--- config.mk ---
export PLATFORM = sky130hd
export DESIGN_NAME = lrf_divider
export DESIGN_NICKNAME = d
export VERILOG_FILES = /design/src/hdl/lrf_pkg.sv /design/src/hdl/lrf_divider.sv
export SDC_FILE = /design/constraint.sdc
export NUM_CORES = 1
export LEC_CHECK = 0
export BUFFER_PORTS_ARGS = -buffer_cell sky130_fd_sc_hd__buf_2
export CAP_MARGIN = 20
export CORE_AREA = 2 2 183 185
export DETAILED_ROUTE_END_ITERATION = 8
export DIE_AREA = 0 0 185 187
export GPL_ROUTABILITY_DRIVEN = 1
export HOLD_SLACK_MARGIN = 0.05
export PLACE_DENSITY = 0.72
export SETUP_SLACK_MARGIN = 0.2
export SLEW_MARGIN = 20
export SYNTH_ARGS = -nofsm -noshare
export SYNTH_HDL_FRONTEND = slang
export SYNTH_SLANG_ARGS = --single-unit
--- constraint.sdc ---
create_clock -name clock -period 5.1 [get_ports clock]
set_input_delay 1.02 -clock clock [delete_from_list [all_inputs] [get_ports clock]]
set_output_delay 1.02 -clock clock [all_outputs]
set_load 0.005 [all_outputs]
--- src/hdl/lrf_pkg.sv ---
// ----------------------------------------------------------------------------
// lrf_pkg
// Shared types and constants for the least-squares line fit with residuals.
// ----------------------------------------------------------------------------
`default_nettype none

package lrf_pkg;

   localparam int MAX_PAIRS   = 32;
   localparam int SAMPLE_BITS = 16;
   localparam int ADDR_W      = $clog2(MAX_PAIRS);
   localparam int CNT_W       = $clog2(MAX_PAIRS + 1);
   localparam int SUM1_W      = 22;
   localparam int SUM2_W      = 38;
   localparam int MUL_A_W     = 38;
   localparam int MUL_B_W     = 22;
   localparam int PROD_W      = MUL_A_W + MUL_B_W;
   localparam int FIT_W       = 48;
   localparam int DIV_W       = 64;
   localparam int STEP_W      = 7;
   localparam int ROOT_W      = 31;
   localparam int SHF_W       = 6;
   localparam int Q_W         = 32;
   localparam int CORR_W      = 16;
   localparam int IDX_W       = 5;

   typedef struct packed {
      logic signed [SAMPLE_BITS-1:0] x_value;
      logic signed [SAMPLE_BITS-1:0] y_value;
      logic                          last_pair;
   } req_type;

   typedef struct packed {
      logic [IDX_W-1:0]         point_index;
      logic signed [Q_W-1:0]    predicted_y;
      logic signed [Q_W-1:0]    residual;
      logic signed [Q_W-1:0]    slope;
      logic signed [Q_W-1:0]    mean_x;
      logic signed [Q_W-1:0]    mean_y;
      logic signed [CORR_W-1:0] correlation;
      logic                     degenerate;
      logic                     last_result;
   } rsp_type;

   typedef struct packed {
      logic signed [SAMPLE_BITS-1:0] x_value;
      logic signed [SAMPLE_BITS-1:0] y_value;
   } pair_type;

   typedef struct packed {
      logic [DIV_W-1:0]  num;
      logic [DIV_W-1:0]  den;
      logic [DIV_W-1:0]  init_rem;
      logic [STEP_W-1:0] steps;
      logic              clamp;
   } div_req_type;

   typedef enum logic [1:0] {
      SQ_IDLE,
      SQ_NORM,
      SQ_ROOT
   } sq_state_type;

   typedef enum logic [4:0] {
      ST_IDLE,
      ST_MAC_XX,
      ST_MAC_YY,
      ST_MAC_XY,
      ST_MAC_END,
      ST_F_C1,
      ST_F_C2,
      ST_F_DX1,
      ST_F_DX2,
      ST_F_DY1,
      ST_F_DY2,
      ST_F_DY3,
      ST_DIV_MX,
      ST_WAIT_MX,
      ST_DIV_MY,
      ST_WAIT_MY,
      ST_DIV_SL,
      ST_WAIT_SL,
      ST_SQ_X,
      ST_WAIT_SQX,
      ST_SQ_Y,
      ST_WAIT_SQY,
      ST_MUL_P,
      ST_DIV_R,
      ST_WAIT_R,
      ST_O_ADDR,
      ST_O_DIFF,
      ST_O_MUL,
      ST_O_EMIT
   } state_type;

endpackage

`default_nettype wire

--- src/hdl/lrf_divider.sv ---
// ----------------------------------------------------------------------------
// lrf_divider
// Restoring divider, one quotient bit per cycle, with optional clamp.
// ----------------------------------------------------------------------------
`default_nettype none

module lrf_divider (
   input  wire                      clock,
   input  wire                      reset,
   input  wire                      start,
   input  lrf_pkg::div_req_type     req,
   output logic                     done,
   output logic [lrf_pkg::DIV_W-1:0] quotient
);
   import lrf_pkg::*;

   localparam logic [DIV_W-1:0] CLAMP_MAX = DIV_W'(1) << 40;

   logic              busy_ff, busy_in;
   logic              done_ff, done_in;
   logic [STEP_W-1:0] cnt_ff, cnt_in;
   logic [DIV_W-1:0]  rem_ff, rem_in;
   logic [DIV_W-1:0]  num_ff, num_in;
   logic [DIV_W-1:0]  den_ff, den_in;
   logic [DIV_W-1:0]  q_ff, q_in;
   logic              clamp_ff, clamp_in;
   logic [DIV_W:0]    rem_sh;
   logic [DIV_W-1:0]  q_sh;

   always_comb begin
      busy_in  = busy_ff;
      done_in  = 1'b0;
      cnt_in   = cnt_ff;
      rem_in   = rem_ff;
      num_in   = num_ff;
      den_in   = den_ff;
      q_in     = q_ff;
      clamp_in = clamp_ff;
      rem_sh   = {rem_ff, num_ff[DIV_W-1]};
      q_sh     = {q_ff[DIV_W-2:0], 1'b0};
      if (start) begin
         busy_in  = 1'b1;
         cnt_in   = req.steps;
         rem_in   = req.init_rem;
         num_in   = req.num;
         den_in   = req.den;
         q_in     = '0;
         clamp_in = req.clamp;
      end else if (busy_ff) begin
         num_in = {num_ff[DIV_W-2:0], 1'b0};
         if (rem_sh >= {1'b0, den_ff}) begin
            rem_in = DIV_W'(rem_sh - {1'b0, den_ff});
            q_sh   = q_sh | DIV_W'(1);
         end else begin
            rem_in = rem_sh[DIV_W-1:0];
         end
         if (clamp_ff && (q_sh > CLAMP_MAX)) begin
            q_sh = CLAMP_MAX;
         end
         q_in   = q_sh;
         cnt_in = cnt_ff - STEP_W'(1);
         if (cnt_ff == STEP_W'(1)) begin
            busy_in = 1'b0;
            done_in = 1'b1;
         end
      end
   end

   always_ff @(posedge clock) begin
      if (reset) begin
         busy_ff <= 1'b0;
         done_ff <= 1'b0;
      end else begin
         busy_ff <= busy_in;
         done_ff <= done_in;
      end
      cnt_ff   <= cnt_in;
      rem_ff   <= rem_in;
      num_ff   <= num_in;
      den_ff   <= den_in;
      q_ff     <= q_in;
      clamp_ff <= clamp_in;
   end

   assign done     = done_ff;
   assign quotient = q_ff;

endmodule

`default_nettype wire

After elaboration in Yosys (flattened, before gate mapping)
Cells that the tools add are included.
{"block": "totals", "out_inout_bits": 65, "inputBits": 203, "regBits": 266}
{"block": "classes", "mux": 15, "n_bitwise": 1, "reduce_logical": 3, "order_cmp": 2, "add_sub_neg": 2, "eq_ne": 1}
{"cell": "$mux W64", "n": 8}
{"cell": "$ge A65 B64 Y1", "n": 1}
{"cell": "$gt A64 B41 Y1 const B", "n": 1}
{"cell": "$sub A64 B64 Y64", "n": 1}
{"cell": "$mux W7", "n": 2}
{"cell": "$eq A7 B1 Y1 const B", "n": 1}
{"cell": "$sub A7 B1 Y7 const B", "n": 1}
{"cell": "$mux W1", "n": 5}
{"cell": "$reduce_or A3 Y1", "n": 1}
{"cell": "$reduce_bool A2 Y1", "n": 1}
{"cell": "$logic_and A1 B1 Y1", "n": 1}
{"cell": "$not A1 Y1", "n": 1}

Longest topological paths before layout
{"block": "logic_depth", "ltp_word": 7, "depth_mapped": 16, "ltp_nobuf": 13}

Worst setup path before layout
Ideal clock, no wire load.
{"block": "synth_path", "path_type": "input -> register", "from": "input start", "to": "register cnt_ff[0] (enable)", "path_stages": 4, "path_buffers": 2, "slack_ps": 341, "setup_ps": 487, "arrival_ps": 4272, "required_time_ps": 4613, "cell_sequence": "clkbuf_1 nor2_1 clkbuf_1 inv_1"}
{"block": "synth_via", "elab_chain_cells": 1}
{"element": "from (decl)", "line": "lrf_divider.sv:10", "rtl": "input wire start,"}
{"element": "$reduce_bool A2 Y1 (no source line)"}
{"element": "to (signal assigned)", "line": "lrf_divider.sv:77", "rtl": "cnt_ff <= cnt_in;"}
{"element": "to (decl)", "line": "lrf_divider.sv:21", "rtl": "logic [STEP_W-1:0] cnt_ff, cnt_in;"}
No other way between the ends.
A chain may end at the register's enable or synchronous reset.

Worst setup path in the final report
{"block": "layout_path", "from": "register num_ff[63]", "to": "register rem_ff[50] (data pin)"}
{"block": "layout_via", "elab_chain_cells": 4, "elab_cells_between_ends": 5, "classes_between": "add/sub: 1; order compare: 1; mux: 3"}
{"element": "from (decl)", "line": "lrf_divider.sv:23", "rtl": "logic [DIV_W-1:0] num_ff, num_in;"}
{"element": "from (signal assigned)", "line": "lrf_divider.sv:79", "rtl": "num_ff <= num_in;"}
{"element": "$sub A64 B64 Y64 or $ge A65 B64 Y1 (tied branches)", "line": "lrf_divider.sv:52, lrf_divider.sv:51"}
{"element": "$mux W64 (*)", "line": "lrf_divider.sv:51", "rtl": "if (rem_sh >= {1'b0, den_ff}) begin"}
{"element": "$mux W64 (*)", "line": "lrf_divider.sv:49", "rtl": "end else if (busy_ff) begin"}
{"element": "$mux W64 (*)", "line": "lrf_divider.sv:41", "rtl": "if (start) begin"}
{"element": "via rem_in[50]", "line": "lrf_divider.sv:22", "rtl": "logic [DIV_W-1:0] rem_ff, rem_in;"}
{"element": "to (signal assigned)", "line": "lrf_divider.sv:78", "rtl": "rem_ff <= rem_in;"}
{"element": "to (decl)", "line": "lrf_divider.sv:22"}
The timed path passes the listed nets; every way through them passes the cells marked *. The select of a mux whose other input is x is not followed.

==> flow_metrics.tcl <==
set metrics [dict create \
    synth.distinct_cells 82 \
    yosys-top-cells-count "edfxtp_1, a21oi_1, inv_1" \
    finalSetupTns_ns 0 \
    crit_fanout 4 \
    cts_resized 0 \
    place.gp.congestion 0.926 \
    synth_enable_flop_cells 200 \
    hold_class "register to register" \
    drv_cap 0 \
    cp.arrival_ns 3.99 \
    grt_max_degree 136 \
    ys_ff_latch 266 \
    dp_cells 1989 \
    synthCells 1334 \
    yosysTopAreaCell "edfxtp_1" \
    ctsRootBufferMaster "clkbuf_16" \
    r2r_slack_ns 1.42 \
    ys_warn_count 0 \
    clk_latency_ns 0.56 \
    ys.flop_type "edfxtp_1" \
    coreArea_um2 32900 \
    io_buffers 267 \
    rsz0062_at_grt "no" \
    r2r_start "num_ff[63]" \
    fin_crit_sh_pct 72.2 \
    cts_tree "yes" \
    drt-initial-drc-count 795 \
    seq_area_frac_synth_pct 50.5 \
    r2r_end "rem_ff[50]" \
    syn2layout_area_growth_pct 18.5 \
    grt_pass1_wl_mm 58.4 \
    leakage_uw 0.00718 \
    drt_pre_antenna_iters 5 \
    worst_pin_slew_ns 0.818 \
    slew_violations 0 \
    power_frac_seq_pct 37.0 \
    clkSinkCount 266 \
    row_count 67 \
    share_comb_of_total_power_pct 34.3 \
    hold_path_end "quotient[63]" \
    power_density_nw_per_um2 442 \
    vias 11400 \
    synth.area.top_cells "edfxtp_1, dfxtp_1, mux2_2" \
    ant_nets 0 \
    die_x_um 185 \
    yosysMostFrequentCell "edfxtp_1" \
    critical_path_required_ns 5.41 \
    synth_nets 1604 \
    slew_headroom_pct 45.5 \
    grt_usage_pct 20.9 \
    drcViolationCount 0 \
    ir_drop_mv 0.254 \
    synth-async-reset-ratio_pct 0 \
    hold_viol_final 0 \
    initial_core_util_pct 44.1 \
    critPathLaunchType "register" \
    die_y_um 187 \
    antenna_found_initial 14 \
    clockBufferDepth 3 \
    nets 1843 \
    status "completed" \
    fin_cells 2050 \
    synth_top_area_share_pct 41.4 \
    hold_buffers 0 \
    holdPathStages 1 \
    vias_per_cell 5.54 \
    swShare_pct 33.5 \
    power.internal_uw 5050 \
    fmax_ghz 0.272 \
    fill_cells 3011 \
    min-delay-start "quotient[63]" \
    path_class "register to register" \
    cts_buffers 30 \
    p_switching_uw 2540 \
    num_io_pins 268 \
    post_cts_buffers 0 \
    pwr-share-clk_pct 28.7 \
    grt-ovfl-total 0 \
    die_area_um2 34600 \
    grt_pass1_vias 11300 \
    drive_gt1_share_pct 26.8 \
    avgSynthCellArea_um2 10.9 \
    routedWlPerCell_um 18.1 \
    htree_levels 1 \
    synth_area_um2 14500 \
    dp_hpwl_mm 26.2 \
    ff2ff_path_depth 13 \
    fin_skew_ns 0.0191 \
    setup_viol 0 \
    drt-total-wl_mm 37.0 \
    path_clk_slew_ns 0.06 \
    endpoint_kind "register" \
    finalCriticalPeriod_ns 3.68 \
]
[stage by stage]
step                      area [µm²]  total power [µW]  setup slack (ns)  utilization, %  hold WS, ns
after floorplan                14500              4850             0.341               -        0.475
after global placement         16200              5360              1.55            49.2        0.467
after detailed placement       16200              5410              1.44            49.2        0.471
after CTS                      17200              7630              1.39            52.2        0.491
after global routing           17200              8040              1.06            52.3        0.520
final                          17200              7590              1.42            52.3        0.492
[state kept, by name, indices dropped and copies added (netlist names)]
register	count
num_ff	64
busy_ff	1
quotient	64
cnt_ff	7
clamp_ff	1
done	1
rem_ff	64
den_ff	64
[power groups by stage]
stage                     Sequential [µW]  Clock, µW  Combinational [µW]
after global routing                 2840       2310                2900
after detailed placement             2840          0                2570
final                                2810       2180                2600
after CTS                            2810       2240                2580
after global placement               2840          0                2520
after floorplan                      2810          0                2040
[worst max-delay path by stage]
stage	slack, ns	cells after the start	from	to
after floorplan	0.34	4	start	cnt_ff[0]
after global placement	1.55	11	rem_ff[0]	rem_ff[62]
after detailed placement	1.44	11	rem_ff[0]	rem_ff[62]
after CTS	1.39	13	num_ff[63]	rem_ff[52]
after global routing	1.06	13	num_ff[63]	rem_ff[50]
final	1.42	13	num_ff[63]	rem_ff[50]
[logic make-up after synthesis]
group,share of synthesized area (%)
flops,50.5
compound gates,19.5
xor+xnor,3.56
mux,5.89
simple gates,9.74
fa+ha+maj,5.83
buf+inv,4.94
[layout make-up]
type / instances / area (µm²) / area share [%]
antenna: 7 / 17.5 / 0.102
clock buffer: 40 / 871 / 5.07
clock inverter: 14 / 131 / 0.765
inverter: 97 / 367 / 2.13
multi-input combinational: 902 / 6470 / 37.7
sequential: 266 / 7330 / 42.6
tap: 448 / 561 / 3.26
timing repair buffer: 276 / 1440 / 8.37
[critical path, cell delays in order, from the launching register on]
cell	delay, ns
edfxtp_1	0.34
inv_1	0.05
ha_1	0.22
fa_1	0.39
nor2b_1	0.18
o21ai_0	0.19
a2111oi_2	0.54
o311ai_1	0.20
o21ai_1	0.44
a21oi_1	0.23
o21ai_0	0.26
xnor2_1	0.16
o211ai_1	0.10
o21a_1	0.13
[metal layers]
layer  share of wire, %  routed length (µm)  vias up  global-route usage (%)
met5               0.27                 101        -                       0
met4                2.8                1050       14                    6.96
met3                8.5                3140       84                    6.29
met2                 46               16900      411                    33.4
met1                 43               15800     5372                    27.0
li1                   -                   -     5483                       -
[cells in the final DEF (no fill, tap or decap), types with 61 or more instances in the layout]
cell	instances
buf_2	266
edfxtp_1	200
a21oi_1	108
inv_1	95
nand2_1	93
mux2_2	75
ha_1	66
dfxtp_1	66
o21ai_0	62
a22o_1	62
nor2_1	61
Note: power is estimated with default switching activity, not from simulation.
