===== src/hdl/lrf_pkg.sv =====
// ----------------------------------------------------------------------------
// lrf_pkg
// Shared types and constants for the least-squares line fit with residuals.
// ----------------------------------------------------------------------------
`default_nettype none

package lrf_pkg;

   localparam int MAX_PAIRS   = 32;
   localparam int SAMPLE_BITS = 16;
   localparam int ADDR_W      = $clog2(MAX_PAIRS);
   localparam int CNT_W       = $clog2(MAX_PAIRS + 1);
   localparam int SUM1_W      = 22;
   localparam int SUM2_W      = 38;
   localparam int MUL_A_W     = 38;
   localparam int MUL_B_W     = 22;
   localparam int PROD_W      = MUL_A_W + MUL_B_W;
   localparam int FIT_W       = 48;
   localparam int DIV_W       = 64;
   localparam int STEP_W      = 7;
   localparam int ROOT_W      = 31;
   localparam int SHF_W       = 6;
   localparam int Q_W         = 32;
   localparam int CORR_W      = 16;
   localparam int IDX_W       = 5;

   typedef struct packed {
      logic signed [SAMPLE_BITS-1:0] x_value;
      logic signed [SAMPLE_BITS-1:0] y_value;
      logic                          last_pair;
   } req_type;

   typedef struct packed {
      logic [IDX_W-1:0]         point_index;
      logic signed [Q_W-1:0]    predicted_y;
      logic signed [Q_W-1:0]    residual;
      logic signed [Q_W-1:0]    slope;
      logic signed [Q_W-1:0]    mean_x;
      logic signed [Q_W-1:0]    mean_y;
      logic signed [CORR_W-1:0] correlation;
      logic                     degenerate;
      logic                     last_result;
   } rsp_type;

   typedef struct packed {
      logic signed [SAMPLE_BITS-1:0] x_value;
      logic signed [SAMPLE_BITS-1:0] y_value;
   } pair_type;

   typedef struct packed {
      logic [DIV_W-1:0]  num;
      logic [DIV_W-1:0]  den;
      logic [DIV_W-1:0]  init_rem;
      logic [STEP_W-1:0] steps;
      logic              clamp;
   } div_req_type;

   typedef enum logic [1:0] {
      SQ_IDLE,
      SQ_NORM,
      SQ_ROOT
   } sq_state_type;

   typedef enum logic [4:0] {
      ST_IDLE,
      ST_MAC_XX,
      ST_MAC_YY,
      ST_MAC_XY,
      ST_MAC_END,
      ST_F_C1,
      ST_F_C2,
      ST_F_DX1,
      ST_F_DX2,
      ST_F_DY1,
      ST_F_DY2,
      ST_F_DY3,
      ST_DIV_MX,
      ST_WAIT_MX,
      ST_DIV_MY,
      ST_WAIT_MY,
      ST_DIV_SL,
      ST_WAIT_SL,
      ST_SQ_X,
      ST_WAIT_SQX,
      ST_SQ_Y,
      ST_WAIT_SQY,
      ST_MUL_P,
      ST_DIV_R,
      ST_WAIT_R,
      ST_O_ADDR,
      ST_O_DIFF,
      ST_O_MUL,
      ST_O_EMIT
   } state_type;

endpackage

`default_nettype wire


===== src/hdl/lrf_store.sv =====
// ----------------------------------------------------------------------------
// lrf_store
// Pair memory: one write port, one read port with registered read data.
// ----------------------------------------------------------------------------
`default_nettype none

module lrf_store (
   input  wire                      clock,
   input  wire                      wr_en,
   input  wire [lrf_pkg::ADDR_W-1:0] wr_addr,
   input  lrf_pkg::pair_type        wr_data,
   input  wire [lrf_pkg::ADDR_W-1:0] rd_addr,
   output lrf_pkg::pair_type        rd_data
);
   import lrf_pkg::*;

   pair_type mem [MAX_PAIRS];
   pair_type rd_data_ff;

   always_ff @(posedge clock) begin
      if (wr_en) begin
         mem[wr_addr] <= wr_data;
      end
   end

   always_ff @(posedge clock) begin
      rd_data_ff <= mem[rd_addr];
   end

   assign rd_data = rd_data_ff;

endmodule

`default_nettype wire


===== config.mk =====
export PLATFORM = sky130hd
export DESIGN_NAME = lrf_store
export DESIGN_NICKNAME = d
export VERILOG_FILES = /design/src/hdl/lrf_pkg.sv /design/src/hdl/lrf_store.sv
export SDC_FILE = /design/constraint.sdc
export NUM_CORES = 1
export LEC_CHECK = 0
export BUFFER_PORTS_ARGS = -buffer_cell sky130_fd_sc_hd__buf_4
export CAP_MARGIN = 30
export CORE_ASPECT_RATIO = 1.5
export CORE_MARGIN = 8
export CORE_UTILIZATION = 40
export DETAILED_ROUTE_END_ITERATION = 10
export RECOVER_POWER = 50
export SLEW_MARGIN = 15
export SYNTH_ARGS = -nofsm -noshare
export SYNTH_HDL_FRONTEND = slang
export SYNTH_SLANG_ARGS = --single-unit

===== constraint.sdc =====
create_clock -name clock -period 3.13 [get_ports clock]
set_clock_uncertainty 0.05 [all_clocks]
set_input_delay 0.313 -clock clock [delete_from_list [all_inputs] [get_ports clock]]
set_output_delay 0.313 -clock clock [all_outputs]
set_load 0.005 [all_outputs]

---- Word level (Yosys, flattened, before mapping) ----
Memory sizes are Yosys's and may differ from the RTL's. A register that Yosys moved wholly into a read port is not among the register bits.
Index checks and enable logic that the tools add are counted.
storage, ports and cells
  flip-flop bits (word level) ............. 0
  bits in writable memories ............... 1024
  input port bits ......................... 44
  output and inout port bits .............. 32
  memories kept ........................... 1
memory list
  memory  depth  width  read ports  clocked after memory_dff  wr ports  RTL line         text
  mem     32     32     1           1                         1         lrf_store.sv:17  pair_type mem [MAX_PAIRS];
cells by class
  multiplexer cells ....................... 2
operators with widths
  kind               count
  two-way mux 1 bit  2

---- Depth between registers and ports, before layout ----
Gate-level depths: netlist of the first run.
  depth in word-level cells ............... 2
  mapped depth ............................ 8

---- Worst setup path after synthesis of the first run ----
OpenSTA, ideal clock, no wires.
  path type ............................... input port to flip-flop
  start ................................... in wr_addr[1] in the netlist's numbering
  end ..................................... mem mem[12][0] in the netlist's numbering (enable)
  library setup time ...................... 0.421 ns
  arrival ................................. 2.326 ns
  setup slack ............................. 0.333 ns
  stages .................................. 3
  cell sequence ........................... or3b_2 > clkbuf_1 > nor2_1
RTL lines
  what             RTL line         text
  start, declared  lrf_store.sv:10  input wire [lrf_pkg::ADDR_W-1:0] wr_addr,
  end, declared    lrf_store.sv:17
No word-level cell before the write port.

---- Final worst setup path of the first run ----
  start ................................... in wr_addr[4] in the netlist's numbering
  end ..................................... mem mem[30][28] in the netlist's numbering (enable)
No word-level cell before the write port.

==> results of run 1 <==
==> state kept, by name, indices dropped and copies added (netlist names) <==
register and cells:
rd_data 32, mem 1024
==> power by group through the flow <==
stage / registers, mW / clock network (mW) / logic [mW]
after floorplan: 16.1 / 0 / 0.812
after global placement: 16.1 / 0 / 1.54
after detailed placement: 16.1 / 0 / 1.57
after CTS: 15.8 / 12.1 / 1.61
after global routing: 15.8 / 12.6 / 1.68
final: 15.8 / 11.9 / 1.57
==> worst max-delay path: cells and delay by family <==
kind,cells,cell delay [ps]
buf+inv,2,1490
simple gates,2,670
==> cell families (layout without fill, tap and decap cells) <==
kind of cell	count (synthesis)	after routing
other	0	1
buffers and inverters	127	372
flip-flops	1056	1056
multiplexers	512	512
AO/OA/AOI/OAI	288	288
AND/OR/NAND/NOR	277	277
==> per-layer routing <==
layer  wire length (um)  track usage
met2              51100        0.311
met1              40300        0.218
met3               5410       0.0328
met5                 69            0
met4               3530       0.0677
==> through the flow <==
step / power (mW) / setup slack [ps] / instance area, um^2 / hold WS [ps]
6_report: 29.3 / 855 / 46700 / 282
5_1_grt: 30.1 / 855 / 46700 / 290
4_1_cts: 29.5 / 1330 / 46900 / 4.82
3_5_place_dp: 17.7 / 642 / 43400 / 548
3_3_place_gp: 17.6 / 691 / 43400 / 532
2_1_floorplan: 16.9 / 333 / 40500 / 362
==> final cells by class <==
| type | count | area [um^2] |
|---|---|---|
| Antenna cell | 1 | 2.50 |
| Clock buffer | 124 | 2590 |
| Tap cell | 1305 | 1630 |
| Sequential cell | 1056 | 31400 |
| Clock inverter | 52 | 619 |
| Timing Repair Buffer | 196 | 1890 |
| Multi-Input combinational cell | 1077 | 8590 |
| Fill cell | 8519 | 54200 |
==> final timing paths <==
path | slack, ps | endpoint | cells after the start
max | 850 | mem[30][28] | 4
min | 280 | rd_data[16] | 5
max reg2reg | 1610 | rd_data[3] | 5
min reg2reg | 570 | rd_data[27] | 4
==> placed cells by master (no fill, tap or decap), types with 3 or more instances in the layout <==
master         instances
buf_4                 92
buf_12                37
or3b_2                 3
a31oi_1               32
dfxtp_1               32
bufinv_16             12
a22o_1                64
mux2i_1              512
edfxtp_1            1024
clkbuf_16             97
clkbuf_1              56
nand3b_1               5
nand3_1               98
nor2_1                 4
a21oi_1               96
clkinv_2              18
dlygate4sd3_1         31
clkinv_4               5
clkbuf_8               6
nor2_4                30
clkinv_1               6
clkinvlp_4             7
nor3_1                32
nand2_1               97
a22oi_1               96
==> results.sh, run 1 <==
export IMPL_tightest_slew_ps=1720
export IMPL_die_y_um=406
export IMPL_cts_hold_buf=31
export IMPL_post_drt_via_cell_ratio=5.53
export IMPL_gp_congestion=0.772
export IMPL_synth_seq_cells=1056
export IMPL_cp_startpoint="wr_addr[4]"
export IMPL_p_sw_frac=0.210
export IMPL_synth_xor_area_frac=0
export IMPL_p_seq_frac=0.539
export IMPL_cts_tree="built"
export IMPL_gr_total_overflow=0
export IMPL_internal_power_mw=23.1
export IMPL_numCtsBuffers=93
export IMPL_arrival_ps=2490
export IMPL_first_pass_iters=6
export IMPL_dieArea_um2=112000
export IMPL_synth_top_family_by_area="multiplexers"
export IMPL_net_switching_power_mw=6.16
export IMPL_dp_hpwl_um=56000
export IMPL_dp_cells=3603
export IMPL_ant_nets=0
export IMPL_cp_required_ps=3350
export IMPL_synth_common_cells="edfxtp_1, mux2i_1, nand2_1, nand3_1"
export IMPL_finalSetupTns_ps=0
export IMPL_synthFlopType="edfxtp_1"
export IMPL_min_delay_start="rd_addr[0]"
export IMPL_grt_pass1_wl_um=145000
export IMPL_crit_chain="clkbuf_1 > nand3_1 > nor2_1 > clkbuf_1"
export IMPL_violations="capacitance limit, slew limit"
export IMPL_synth_simple_area_share=0.0310
export IMPL_ctsResizeCount=0
export IMPL_drive_gt1_frac=0.127
export IMPL_finalCoreUtilization=0.463
export IMPL_antenna_found_initial=7
export IMPL_p_per_area_nw_per_um2=627
export IMPL_clock_sinks=1056
export IMPL_muxShareOfSynthArea=0.127
export IMPL_synth_warnings=0
export IMPL_synth_avg_cell_area_um2=17.9
export IMPL_slowest_delay_ps=1230
export IMPL_port_buffers=75
export IMPL_syn_area_um2=40500
export IMPL_core_area_um2=101000
export IMPL_crit_type="input port to flop"
export IMPL_yosysTopAreaCell="edfxtp_1"
export IMPL_clk_path_buf_depth=3
export IMPL_clk_latency_ps=680
export IMPL_reg2reg_from="mem[1][3]"
export IMPL_syn_nets=2304
export IMPL_grt_max_degree=69
export IMPL_leakagePower_nw=16.1
export IMPL_endpoint_kind="flop"
export IMPL_cp_start_kind="input port"
export IMPL_layout_nets=2468
export IMPL_setup_violations_final=0
export IMPL_die_x_um=276
export IMPL_drv_cap=7
export IMPL_status="finished, violations left"
export IMPL_grt_pass1_vias=21800
export IMPL_async_reset_ff_frac=0
export IMPL_syn_inst=2260
export IMPL_fp_row_count=143
export IMPL_relSlewSlack=-0.144
export IMPL_stdcell_count=3811
export IMPL_slew_violations=180
export IMPL_synth_most_common_cell="edfxtp_1"
export IMPL_vdd_drop_max_mv=0.422
export IMPL_wl_per_cell_um=26.4
export IMPL_synthAdderAreaFrac=0
export IMPL_synth_edf_count=1024
export IMPL_fmax_mhz=440
export IMPL_cts_root_buf="clkbuf_16"
export IMPL_slowest_stage="clkbuf_1"
export IMPL_track_usage=0.178
export IMPL_io_pins=76
export IMPL_rsz0062_at_grt="false"
export IMPL_crit_top_cell="clkbuf_1"
export IMPL_cp_max_fo=15
export IMPL_drtIter0Drc=1604
export IMPL_finalCritPeriodShare=0.727
export IMPL_vias=21100
export IMPL_hp_class="input port to flop"
export IMPL_wl_um=100000
export IMPL_netlist_top_cells_area="edfxtp_1, mux2i_1, a22oi_1"
export IMPL_drc=0
export IMPL_areaGrowthSynthToFinish_pct=15.4
export IMPL_combPwrFrac=0.054
export IMPL_cts_setup_buffers=0
export IMPL_yosys_area_top_type_share=0.760
export IMPL_hold_viol_final=0
export IMPL_clkPwrFrac=0.407
export IMPL_synth_distinct_cells=25
export IMPL_htreeDepth=3
export IMPL_synth_compound_area_frac=0.0485
export IMPL_initial_core_util=0.401
export IMPL_synth_seq_area_share=0.775
export IMPL_clk_pin_slew_ps=60
export IMPL_finalCriticalPeriod_ps=2280
Power figures use the tool's default switching activity.
==> run 2: changes to the inputs <==
==> constraint.sdc (replaced) <==
create_clock -name clock -period 2.1 [get_ports clock]
set_clock_uncertainty 0.05 [all_clocks]
set_input_delay 0.21 -clock clock [delete_from_list [all_inputs] [get_ports clock]]
set_output_delay 0.21 -clock clock [all_outputs]
set_load 0.005 [all_outputs]
==> run 2 against run 1 <==
The run now ends clean. Worst hold slack got worse by 150 ps. Power rose by 45%. Setup slack worse by 550 ps. Via count grew 0.60%. Clock-buffer cell count fell by 7. Design area grew 0.96%. Combinational power rose by 54%. Sequential power increased by 49%. Core utilization grew 0.45 points. Cell count grew 0.92%. Sequential share of layout area shrank 0.64 points.
==> results.sh, run 2 (synthesis results as in run 1) <==
export IMPL_initial_core_util=0.401
export IMPL_ctsResizeCount=0
export IMPL_drive_gt1_frac=0.138
export IMPL_dp_hpwl_um=57900
export IMPL_crit_chain="buf_4 > nor2_1 > nand2_1 > nor2_1 > dlymetal6s4s_1"
export IMPL_hp_class="input port to flop"
export IMPL_io_pins=76
export IMPL_finalCritPeriodShare=0.854
export IMPL_drv_cap=0
export IMPL_p_per_area_nw_per_um2=901
export IMPL_cts_root_buf="clkbuf_16"
export IMPL_vdd_drop_max_mv=0.618
export IMPL_core_area_um2=101000
export IMPL_wl_per_cell_um=26.3
export IMPL_drc=0
export IMPL_fillers=8543
export IMPL_vias=21200
export IMPL_htreeDepth=3
export IMPL_clk_latency_ps=670
export IMPL_gp_congestion=0.768
export IMPL_crit_type="input port to flop"
export IMPL_ant_nets=0
export IMPL_hold_viol_final=0
export IMPL_antenna_found_initial=2
export IMPL_crit_top_cell="nor2_1"
export IMPL_fp_row_count=143
export IMPL_finalCoreUtilization=0.467
export IMPL_gr_total_overflow=0
export IMPL_endpoint_kind="flop"
export IMPL_cts_setup_buffers=0
export IMPL_regArea_um2=31400
export IMPL_regMostFlops="mem"
export IMPL_cts_hold_buf=32
export IMPL_rsz0062_at_grt="false"
export IMPL_clk_path_buf_depth=3
export IMPL_pre_cts_slack_ps=164
export IMPL_most_common_layout_cells="edfxtp_1, mux2i_1, buf_4"
export IMPL_cp_required_ps=2310
export IMPL_cp_max_fo=17
export IMPL_post_drt_via_cell_ratio=5.51
export IMPL_hold_ws_ps=130
export IMPL_slowest_stage="dlymetal6s4s_1"
export IMPL_multi_input_area_um2=8600
export IMPL_drtIter0Drc=1652
export IMPL_dp_cells=3652
export IMPL_areaGrowthSynthToFinish_pct=16.5
export IMPL_grt_pass1_vias=21500
export IMPL_finalSetupTns_ps=0
export IMPL_slowest_delay_ps=1080
export IMPL_cp_start_kind="input port"
export IMPL_die_y_um=406
export IMPL_arrival_ps=2000
export IMPL_first_pass_iters=5
export IMPL_clock_sinks=1056
export IMPL_min_path_cells=6
export IMPL_numCtsBuffers=90
export IMPL_stdcell_count=3846
export IMPL_fin_ws_ps=307
export IMPL_clk_pin_slew_ps=60
export IMPL_die_x_um=276
export IMPL_setup_violations_final=0
export IMPL_cts_tree="built"
export IMPL_grt_pass1_wl_um=146000
export IMPL_largest_register_ffs=1024
export IMPL_fmax_mhz=558
export IMPL_dieArea_um2=112000
export IMPL_leakagePower_nw=16.4
export IMPL_finalCriticalPeriod_ps=1790
export IMPL_slew_violations=0
export IMPL_r2r_cells=6
export IMPL_relSlewSlack=0.0190
export IMPL_port_buffers=75
export IMPL_tightest_slew_ps=1470
export IMPL_final_common_cell="edfxtp_1"
export IMPL_status="complete, no violations"
export IMPL_track_usage=0.178
export IMPL_grt_max_degree=45
export IMPL_wl_um=101000
export IMPL_layout_nets=2515
[run 2: critical path: cells and delay by family]
| kind | cells | cell delay (ps) |
|---|---|---|
| simple gates | 3 | 540 |
| buf+inv | 2 | 1220 |
[run 2: worst paths after layout]
kind,startpoint,endpoint,slack (ps)
setup / recovery,wr_addr[3],mem[5][6],310
hold / removal,rd_addr[2],rd_data[25],130
setup reg to reg,mem[4][4],rd_data[4],730
hold reg to reg,mem[16][5],rd_data[5],540
[run 2: final cells by class]
| class | count | area share |
|---|---|---|
| antenna | 1 | 0.0000531 |
| multi-input combinational | 1077 | 0.182 |
| timing repair buffer | 246 | 0.0561 |
| clock buffer | 117 | 0.0527 |
| sequential | 1056 | 0.666 |
| clock inverter | 44 | 0.00849 |
| tap | 1305 | 0.0346 |
[run 2: metal layers]
metal	wire, um	track usage
met2	53800	0.325
met5	13	0
met1	40400	0.217
met3	4520	0.0265
met4	2330	0.0482
[run 2: power breakdown]
group	internal, mW	switching, mW	total [mW]
combinational	0.926	1.49	2.42
sequential	23.4	0.125	23.6
clock	9.20	7.31	16.5
[run 2: stage by stage]
step                      cell area, um^2  total power, mW
after detailed placement            44100             26.4
after global placement              44100             26.4
after global routing                47200             43.6
final                               47200             42.5
after CTS                           47300             42.8
after floorplan                     40500             25.2
