<file path="config.mk">
export PLATFORM = sky130hd
export DESIGN_NAME = lrf_sqrt
export DESIGN_NICKNAME = d
export VERILOG_FILES = /design/src/hdl/lrf_pkg.sv /design/src/hdl/lrf_sqrt.sv
export SDC_FILE = /design/constraint.sdc
export NUM_CORES = 1
export LEC_CHECK = 0
export BUFFER_PORTS_ARGS = -buffer_cell sky130_fd_sc_hd__buf_2
export CAP_MARGIN = 20
export CORE_ASPECT_RATIO = 0.8
export CORE_MARGIN = 3
export CORE_UTILIZATION = 35
export CTS_BUF_LIST = sky130_fd_sc_hd__clkbuf_4 sky130_fd_sc_hd__clkbuf_8
export DETAILED_ROUTE_END_ITERATION = 10
export PLACE_DENSITY = 0.63
export SLEW_MARGIN = 20
export SYNTH_ARGS = -nofsm -noshare
export SYNTH_HDL_FRONTEND = slang
export SYNTH_SLANG_ARGS = --single-unit
</file>
<file path="constraint.sdc">
create_clock -name clock -period 18.3 [get_ports clock]
set_input_delay 3.66 -clock clock [delete_from_list [all_inputs] [get_ports clock]]
set_output_delay 3.66 -clock clock [all_outputs]
set_load 0.05 [all_outputs]
</file>
<file path="src/hdl/lrf_pkg.sv">
// ----------------------------------------------------------------------------
// lrf_pkg
// Shared types and constants for the least-squares line fit with residuals.
// ----------------------------------------------------------------------------
`default_nettype none

package lrf_pkg;

   localparam int MAX_PAIRS   = 32;
   localparam int SAMPLE_BITS = 16;
   localparam int ADDR_W      = $clog2(MAX_PAIRS);
   localparam int CNT_W       = $clog2(MAX_PAIRS + 1);
   localparam int SUM1_W      = 22;
   localparam int SUM2_W      = 38;
   localparam int MUL_A_W     = 38;
   localparam int MUL_B_W     = 22;
   localparam int PROD_W      = MUL_A_W + MUL_B_W;
   localparam int FIT_W       = 48;
   localparam int DIV_W       = 64;
   localparam int STEP_W      = 7;
   localparam int ROOT_W      = 31;
   localparam int SHF_W       = 6;
   localparam int Q_W         = 32;
   localparam int CORR_W      = 16;
   localparam int IDX_W       = 5;

   typedef struct packed {
      logic signed [SAMPLE_BITS-1:0] x_value;
      logic signed [SAMPLE_BITS-1:0] y_value;
      logic                          last_pair;
   } req_type;

   typedef struct packed {
      logic [IDX_W-1:0]         point_index;
      logic signed [Q_W-1:0]    predicted_y;
      logic signed [Q_W-1:0]    residual;
      logic signed [Q_W-1:0]    slope;
      logic signed [Q_W-1:0]    mean_x;
      logic signed [Q_W-1:0]    mean_y;
      logic signed [CORR_W-1:0] correlation;
      logic                     degenerate;
      logic                     last_result;
   } rsp_type;

   typedef struct packed {
      logic signed [SAMPLE_BITS-1:0] x_value;
      logic signed [SAMPLE_BITS-1:0] y_value;
   } pair_type;

   typedef struct packed {
      logic [DIV_W-1:0]  num;
      logic [DIV_W-1:0]  den;
      logic [DIV_W-1:0]  init_rem;
      logic [STEP_W-1:0] steps;
      logic              clamp;
   } div_req_type;

   typedef enum logic [1:0] {
      SQ_IDLE,
      SQ_NORM,
      SQ_ROOT
   } sq_state_type;

   typedef enum logic [4:0] {
      ST_IDLE,
      ST_MAC_XX,
      ST_MAC_YY,
      ST_MAC_XY,
      ST_MAC_END,
      ST_F_C1,
      ST_F_C2,
      ST_F_DX1,
      ST_F_DX2,
      ST_F_DY1,
      ST_F_DY2,
      ST_F_DY3,
      ST_DIV_MX,
      ST_WAIT_MX,
      ST_DIV_MY,
      ST_WAIT_MY,
      ST_DIV_SL,
      ST_WAIT_SL,
      ST_SQ_X,
      ST_WAIT_SQX,
      ST_SQ_Y,
      ST_WAIT_SQY,
      ST_MUL_P,
      ST_DIV_R,
      ST_WAIT_R,
      ST_O_ADDR,
      ST_O_DIFF,
      ST_O_MUL,
      ST_O_EMIT
   } state_type;

endpackage

`default_nettype wire

</file>
<file path="src/hdl/lrf_sqrt.sv">
// ----------------------------------------------------------------------------
// lrf_sqrt
// Normalize by powers of four to at least 2^60, then bitwise floor root.
// ----------------------------------------------------------------------------
`default_nettype none

module lrf_sqrt (
   input  wire                        clock,
   input  wire                        reset,
   input  wire                        start,
   input  wire [lrf_pkg::DIV_W-1:0]   value,
   output logic                       done,
   output logic [lrf_pkg::ROOT_W-1:0] root,
   output logic [lrf_pkg::SHF_W-1:0]  shift
);
   import lrf_pkg::*;

   localparam logic [DIV_W-1:0] NORM_MIN = DIV_W'(1) << 60;

   sq_state_type      state_ff, state_in;
   logic              done_ff, done_in;
   logic [DIV_W-1:0]  v_ff, v_in;
   logic [DIV_W-1:0]  res_ff, res_in;
   logic [DIV_W-1:0]  bit_ff, bit_in;
   logic [SHF_W-1:0]  a_ff, a_in;
   logic [ROOT_W-1:0] root_ff, root_in;
   logic [DIV_W-1:0]  trial;

   always_comb begin
      state_in = state_ff;
      done_in  = 1'b0;
      v_in     = v_ff;
      res_in   = res_ff;
      bit_in   = bit_ff;
      a_in     = a_ff;
      root_in  = root_ff;
      trial    = res_ff + bit_ff;
      case (state_ff)
         SQ_IDLE: begin
            if (start) begin
               v_in     = value;
               a_in     = '0;
               state_in = SQ_NORM;
            end
         end
         SQ_NORM: begin
            if (v_ff < NORM_MIN) begin
               v_in = {v_ff[DIV_W-3:0], 2'b00};
               a_in = a_ff + SHF_W'(1);
            end else begin
               res_in   = '0;
               bit_in   = NORM_MIN;
               state_in = SQ_ROOT;
            end
         end
         SQ_ROOT: begin
            if (v_ff >= trial) begin
               v_in   = v_ff - trial;
               res_in = (res_ff >> 1) + bit_ff;
            end else begin
               res_in = res_ff >> 1;
            end
            bit_in = bit_ff >> 2;
            if (bit_ff == DIV_W'(1)) begin
               root_in  = res_in[ROOT_W-1:0];
               done_in  = 1'b1;
               state_in = SQ_IDLE;
            end
         end
         default: state_in = SQ_IDLE;
      endcase
   end

   always_ff @(posedge clock) begin
      if (reset) begin
         state_ff <= SQ_IDLE;
         done_ff  <= 1'b0;
      end else begin
         state_ff <= state_in;
         done_ff  <= done_in;
      end
      v_ff    <= v_in;
      res_ff  <= res_in;
      bit_ff  <= bit_in;
      a_ff    <= a_in;
      root_ff <= root_in;
   end

   assign done  = done_ff;
   assign root  = root_ff;
   assign shift = a_ff;

endmodule

`default_nettype wire

</file>
=== After elaboration in Yosys (flattened, before gate mapping) ===
Index checks and enable logic that the tools add are counted.

* $add $sub $neg: 4
* Magnitude comparators: 2
* Equal/unequal tests: 8
* Muxes and demuxes: 17
* Bitwise logic cells: 1
* Reductions and logical operators: 10

{| class="wikitable"
|+ Operator list
! kind !! number
|-
| 64-bit 2-to-1 mux || 6
|-
| 64-bit one-hot mux with 2 select lines || 2
|-
| 64-bit one-hot mux with 3 select lines || 1
|-
| 63-bit by 64-bit adder with 64-bit output || 1
|-
| 64-bit adder || 1
|-
| 64-bit by 1-bit equality test with 1-bit output (second input constant) || 1
|-
| 64-bit greater-or-equal comparator || 1
|-
| 64-bit by 61-bit less-than comparator with 1-bit output (second input constant) || 1
|-
| 64-bit subtractor || 1
|-
| 6-bit 2-to-1 mux || 2
|-
| 6-bit one-hot mux with 2 select lines || 1
|-
| 2-bit inequality test (second input constant) || 5
|-
| 6-bit by 1-bit adder with 6-bit output (second input constant) || 1
|-
| 2-bit 2-to-1 mux || 3
|-
| 2-bit one-hot mux with 3 select lines || 1
|-
| 3-bit AND reduction || 2
|-
| 2-bit AND reduction || 2
|-
| 4-bit AND reduction || 1
|-
| 2-bit nonzero test || 2
|-
| 3-bit nonzero test || 1
|-
| 2-bit by 1-bit equality test with 1-bit output (second input constant) || 1
|-
| 2-bit equality test (second input constant) || 1
|-
| 2-bit zero test || 1
|-
| 2-bit OR reduction || 1
|-
| other kinds (2) || 2
|}

* Register bits after elaboration: 232
* Output and inout port bits: 38
* Logic and storage cells: 49

=== Logic depth before layout (Yosys ltp) ===
Gate-level depths: netlist of the first run.

* Depth in word-level cells: 4
* Mapped depth: 26
* Depth with buffers taken out: 25

=== Worst setup path after synthesis of the first run ===
Ideal clock, no wire load.

* Kind: register to register
* Start point: register res_ff[6]
* End point: register v_ff[0] (enable)
* Setup time: 0.827 ns
* Data arrival time: 14.444 ns
* Setup slack: 3.029 ns
* Cell stages (with the launch flop): 23
* Buffers on the path: 2
* Period minus slack after synthesis: 15.271 ns
* Path through: edfxtp_1 -> ha_1 -> nand4_1 -> o31a_1 -> a21oi_1 -> a31oi_1 -> o21bai_1 -> a21oi_1 -> o21ba_2 -> o21ai_0 -> a31o_2 -> xnor2_1 -> ha_1 -> clkbuf_1 -> nand4_1 -> or3_1 -> o221ai_1 -> a21o_1 -> nand2_1 -> nand4_1 -> a21oi_2 -> clkbuf_1 -> a2111oi_0

* Longest elaborated chain between the ends: 4

{| class="wikitable"
|+ Ends and longest elaborated chain
! item !! RTL line !! source
|-
| start: declaration || lrf_sqrt.sv:23 || <nowiki>logic [DIV_W-1:0] res_ff, res_in;</nowiki>
|-
| start signal: assignment || lrf_sqrt.sv:83 || <nowiki>res_ff <= res_in;</nowiki>
|-
| 64-bit adder || lrf_sqrt.sv:37 || <nowiki>trial = res_ff + bit_ff;</nowiki>
|-
| 64-bit greater-or-equal comparator || lrf_sqrt.sv:57 || <nowiki>if (v_ff >= trial) begin</nowiki>
|-
| 2-bit inequality test (no source line) || n/a ||
|-
| 4-bit AND reduction (no source line) || n/a ||
|-
| end signal: assignment || lrf_sqrt.sv:82 || <nowiki>v_ff <= v_in;</nowiki>
|-
| end: declaration || lrf_sqrt.sv:22 || <nowiki>logic [DIV_W-1:0] v_ff, v_in;</nowiki>
|}

Every way passes these cells.
A chain may end at the register's enable or synchronous reset.

=== Final worst setup path of the first run ===
* Start point: register res_ff[6]
* End point: register v_ff[13] (enable)

The elaborated chain is that of the path after synthesis.

==> flow_summary.ini, run 1 <==
[run_status]
status = finished, final reports clean

[final_layout]
fin_nets = 2151
syn2layout_area_growth_pct = 9.27
antennaDiodeCount = 0
final_layout_size_suffix_gt1_frac = 0.102
nFillCells = 4767

[clocking]
clock_latency_ns = 0.57
post-cts-setup-buffers = 0
root_buffer = clkbuf_8
cts_buffer_depth = 2
holdBufCountCts = 0
clkTransAtPathRegs_ns = 0.14
htreeDepth = 4
post_cts_resized = 0
tritoncts = done
cts_buffers = 17
clock-sinks = 199

[flow_run]
maxCapViolations = 0

[global_routing]
grt_pass1_wl_microns = 79000
track_usage = 0.197
antenna_found_initial = 0
grt_remaining_overflow = 0
grt_pass1_vias = 13900
grt_max_degree = 69

[drt]
viasPerCell = 5.81
drc = 0
vias = 15000
drt_pre_antenna_iters = 5
drtIter0Drc = 1511
wire_per_inst_microns = 19.6
totalWireLength_microns = 50500
route.antenna.remaining_nets = 0

[placement]
place_congestion = 0.947
io_buffers = 104
hpwl_microns = 38400
dp_worst_setup_slack_ns = 11.63

[synth]
synth_nets = 2103
synth.most_common_cell = edfxtp_1
yosys_register_bits = 199
ys.warnings.count = 0
synth.area.top_cells = edfxtp_1 35%, ha_1 9.9%, a21oi_1 5.2%
syn_area_sq_mm = 0.0169
ys_types = 77
synth.avg_cell_area_sq_um = 8.86
synth_top_area_share = 0.349
synth-async-reset-ratio = 0
ys.flop_type = edfxtp_1
yosysSeqAreaShare = 0.353
synthTopCellsByCount = 196 x edfxtp_1, 174 x a21oi_1, 165 x nor2_1
synth-edff-count = 196
synth_largest_area_cell = edfxtp_1
synth_cells = 1902

[worst_setup_path]
crit_chain = ha_1 -> nand4_1 -> o31a_1 -> a21oi_1 -> a31oi_1 -> o21bai_1 -> a21oi_1 -> o21ba_2 -> o21ai_0 -> a31o_2 -> xnor2_1 -> ha_1 -> nand4_1 -> or3_1 -> nor2_1 -> o2111ai_1 -> nand4_1 -> a21oi_4 -> buf_4 -> a2111oi_2 -> buf_4
cpMostUsedCell = nand4_1
worstSetupPathType = reg2reg
cpPeakStageDelay_ns = 0.61
start_kind = register
cp-end-kind = register
cp_data_required_time_ns = 18.49
crit_arrival_ns = 6.94
slowest_stage = buf_4
worstPathMaxFanout = 54

[sta]
tns_ns = 0
period_needed_ns = 6.75
period_share = 0.369
rsz0062_at_grt = false
hold_violations = 0
relSlewSlack = 0.466
setup_viol = 0
fin_skew_ns = 0.0340
max_clock_freq_ghz = 0.148
tightest_slew_ns = 0.796
drv_slew = 0
fin_hold_ws_ns = 0.581
finalWorstSetupSlack_ns = 11.55

[die]
die_y_microns = 202
coreArea_sq_mm = 0.0473
die_x_microns = 251
num_rows = 71
die_area_sq_mm = 0.0508
ios = 105
start_util = 0.357

[min_path]
worstHoldPathType = reg2reg
## cells in the final DEF (no fill, tap or decap), types with 15 or more instances in the layout
| master | synthesis | final |
|---|---|---|
| edfxtp_1 | 196 | 196 |
| a21oi_1 | 174 | 173 |
| nor2_1 | 165 | 165 |
| nand2_1 | 160 | 160 |
| ha_1 | 133 | 130 |
| o21ai_0 | 123 | 123 |
| buf_2 | 17 | 104 |
| xor2_1 | 99 | 99 |
| xnor2_1 | 76 | 76 |
| and2_1 | 73 | 73 |
| a31oi_1 | 71 | 71 |
| a21o_1 | 60 | 60 |
| nand4_1 | 48 | 48 |
| nor2b_1 | 41 | 41 |
| nand3_1 | 37 | 37 |
| inv_1 | 35 | 35 |
| a22oi_1 | 31 | 31 |
| nor3_1 | 31 | 29 |
| o21bai_1 | 24 | 24 |
| o21a_1 | 21 | 21 |
| or3_1 | 18 | 18 |
| a31o_2 | 17 | 17 |
| clkbuf_8 | 0 | 17 |
| and3_1 | 16 | 16 |
| a211oi_1 | 15 | 15 |
## metrics by stage
step | utilization | cells | area [sq um]
3_5_place_dp | 0.380 | 2551 | 18000
5_1_grt | 0.390 | 2583 | 18400
6_report | 0.390 | 2583 | 18400
4_1_cts | 0.390 | 2583 | 18400
3_3_place_gp | 0.380 | 2551 | 17900
2_1_floorplan | - | 1902 | 16900
## path summary, 6_finish.rpt
path               startpoint           to  slack [ns]  depth (start not counted)
hold / removal    state_ff[0]  state_ff[0]        0.58                          2
hold reg to reg   state_ff[0]  state_ff[0]        0.58                          2
setup / recovery    res_ff[6]     v_ff[13]       11.55                         21
setup reg to reg    res_ff[6]     v_ff[13]       11.55                         21
## routing by layer
metal / up-vias / wire (microns) / global-route usage
li1: 7221 / - / -
met1: 7174 / 25500 / 0.307
met2: 576 / 20700 / 0.282
met3: 39 / 3550 / 0.0259
met4: 0 / 750 / 0.0528
met5: - / 0 / 0
## critical path: cells and delay by family, from the launching register on
| kind | cells | cell delay [ns] |
|---|---|---|
| flip-flops | 1 | 0.54 |
| AND/OR/NAND/NOR | 5 | 1.15 |
| adder cells (fa/ha/maj) | 2 | 0.83 |
| AO/OA/AOI/OAI | 11 | 2.81 |
| buffers and inverters | 2 | 0.91 |
| XOR/XNOR | 1 | 0.09 |
## layout make-up
type	count	area, sq um	area share
tap	620	776	0.0421
inverter	35	131	0.00713
multi-input combinational	1579	10500	0.569
sequential	199	5950	0.323
timing repair buffer	118	626	0.0340
clock inverter	15	223	0.0121
clock buffer	17	234	0.0127
## logic make-up (layout without fill, tap and decap cells)
group                    count (synthesis)  in the layout  synth area share
AND/OR/NAND/NOR                        635            635             0.184
AO/OA/AOI/OAI                          627            627             0.238
flip-flops                             199            199             0.353
XOR/XNOR                               175            175            0.0909
adder cells (fa/ha/maj)                134            134            0.0999
buffers and inverters                  124            185            0.0289
multiplexers                             8              8           0.00505
## registers in the layout, summed over array words and instances, names as in the netlist
register  cells
shift         6
root         31
state_ff      2
bit_ff       31
res_ff       64
v_ff         64
done          1
Power of run 1 is left out: the tool's default activity adds up to more than one toggle a clock period on the data nets, which glitch-free logic cannot reach.
==> run 2: changes to the inputs <==
- clock period: 18.3 -> 6.45 ns (I/O delays scaled with it)
==> run 2 against run 1 <==
  * First-iteration DRC count fell by 19%
  * Clock skew rose by 0.00086 ns
  * Sequential share of layout area fell by 0.42 points
  * Design area rose by 1.3%
  * Global-route usage rose by 0.20 points
  * Clock-buffer cell count rose by 2
  * Utilization rose by 0.51 points
  * Maximum frequency rose by 12%
  * Register-to-register slack got worse by 11 ns
  * Flip-flop and latch count did not move
  * Non-clock buffer count rose by 9
  * Via count fell by 0.86%
  * Highest routed layer unchanged
==> flow_summary.ini, run 2 (synthesis gave the netlist of run 1 again) <==
[clocking]
htreeDepth = 4
cts_buffers = 17
holdBufCountCts = 0
root_buffer = clkbuf_8
cts_buffer_depth = 2
tritoncts = done
clock_latency_ns = 0.55
clkTransAtPathRegs_ns = 0.11
clock-sinks = 199

[min_path]
min-delay-start = state_ff[1]
worstHoldPathType = reg2reg
whs_endpoint = state_ff[1]
whs_path_depth = 2

[worst_setup_path]
crit_arrival_ns = 6.32
r2r_setup_slack_ns = 0.43
r2r_cells = 21
r2r_end = res_ff[26]
crit_family = compound AO/OA/AOI/OAI gates
cp-end-kind = register
start_kind = register
slowest_stage = edfxtp_1
worstSetupPathType = reg2reg
r2r-start = res_ff[6]
crit_chain = ha_4 -> nand4_1 -> o31a_1 -> a2111oi_4 -> o21ai_1 -> a31oi_2 -> a31o_2 -> a31oi_1 -> nor2_1 -> nor2_1 -> xor2_1 -> ha_1 -> and3_1 -> nand3_1 -> nor3_2 -> o2111ai_1 -> nand4_1 -> a21o_1 -> buf_12 -> mux2_2 -> and2_1
cp_data_required_time_ns = 6.75
cpPeakStageDelay_ns = 0.53
worstPathMaxFanout = 44
cp_num_buf_inv = 1

[placement]
io_buffers = 104
hpwl_microns = 38700
place_congestion = 0.943

[drt]
totalWireLength_microns = 50800
vias = 14900
drt_pre_antenna_iters = 5
route.antenna.remaining_nets = 0
drtIter0Drc = 1223
drc = 0
viasPerCell = 5.74
wire_per_inst_microns = 19.6

[sta]
max_clock_freq_ghz = 0.166
fin_skew_ns = 0.0348
fin_hold_ws_ns = 0.583
drv_slew = 0
tns_ns = 0
tightest_slew_ns = 1.06
hold_violations = 0
relSlewSlack = 0.295
rsz0062_at_grt = false
period_needed_ns = 6.02
setup_viol = 0
period_share = 0.933

[final_layout]
final_layout_size_suffix_gt1_frac = 0.115
final_common_cell = edfxtp_1
syn2layout_area_growth_pct = 10.7
final_cell_mix = 196 x edfxtp_1, 168 x a21oi_1, 164 x nor2_1, 160 x nand2_1, 126 x ha_1
fin_nets = 2160
nFillCells = 4786
finish.utilization = 0.395
largestRegisters = res_ff (64), v_ff (64)
antennaDiodeCount = 0

[flow_run]
maxCapViolations = 0

[global_routing]
track_usage = 0.199
grt_max_degree = 65
antenna_found_initial = 0
grt_pass1_vias = 14500
grt_pass1_wl_microns = 80400
grt_remaining_overflow = 0

[die]
ios = 105
coreArea_sq_mm = 0.0473
die_area_sq_mm = 0.0508
die_x_microns = 251
num_rows = 71
die_y_microns = 202
start_util = 0.357

[run_status]
status = finished, final reports clean
-- run 2: cell count changes in the layout (fill, tap and decap cells not counted), sizes merged --
cell,delta
clkbuf,+2
clkinvlp,+1
inv,-5
clkinv,-2
bufinv,+4
buf,+9
-- run 2: through the flow --
step / setup slack (ns) / std cells / area (sq um)
detailed placement: 0.341 / 2560 / 18200
finish: 0.434 / 2592 / 18700
floorplan: -0.318 / 1902 / 17000
global route: 0.0849 / 2592 / 18700
CTS: 0.293 / 2592 / 18600
global placement: 0.505 / 2560 / 18200
-- run 2: worst max path at each step --
stage | from | endpoint | slack (ns) | cells past startpoint
after floorplan | res_ff[4] | v_ff[0] | -0.32 | 22
after global placement | bit_ff[0] | res_ff[26] | 0.51 | 23
after detailed placement | bit_ff[0] | res_ff[15] | 0.34 | 23
after CTS | bit_ff[0] | res_ff[15] | 0.29 | 23
after global routing | res_ff[8] | res_ff[26] | 0.08 | 21
final | res_ff[6] | res_ff[26] | 0.43 | 21
-- run 2: what timing repair did --
item / in CTS / in global routing
gates resized for setup: 0 / 5
buffers inserted: 0 / 0
setup endpoints to repair: 0 / 92
-- run 2: tightest hold or removal path, cell delays in order, from the launching register on --
cell     delay, ns
dfxtp_1       0.38
mux2i_1       0.10
nor2_1        0.08
-- run 2: cell type report --
class                           instances  area [sq um]  area share
Timing Repair Buffer                  127           731      0.0392
Tap cell                              620           776      0.0416
Clock buffer                           19           255      0.0137
Multi-Input combinational cell       1579         10600       0.569
Inverter                               35           131     0.00704
Sequential cell                       199          5950       0.319
Clock inverter                         13           211      0.0113
-- run 2: layer usage --
metal	wire, microns	track usage	up-vias
met4	1070	0.0549	0
met2	23300	0.321	427
met5	0	0	-
met3	2340	0.0268	53
li1	-	-	7244
met1	24100	0.279	7157
Power of run 2 is left out for the same reason.
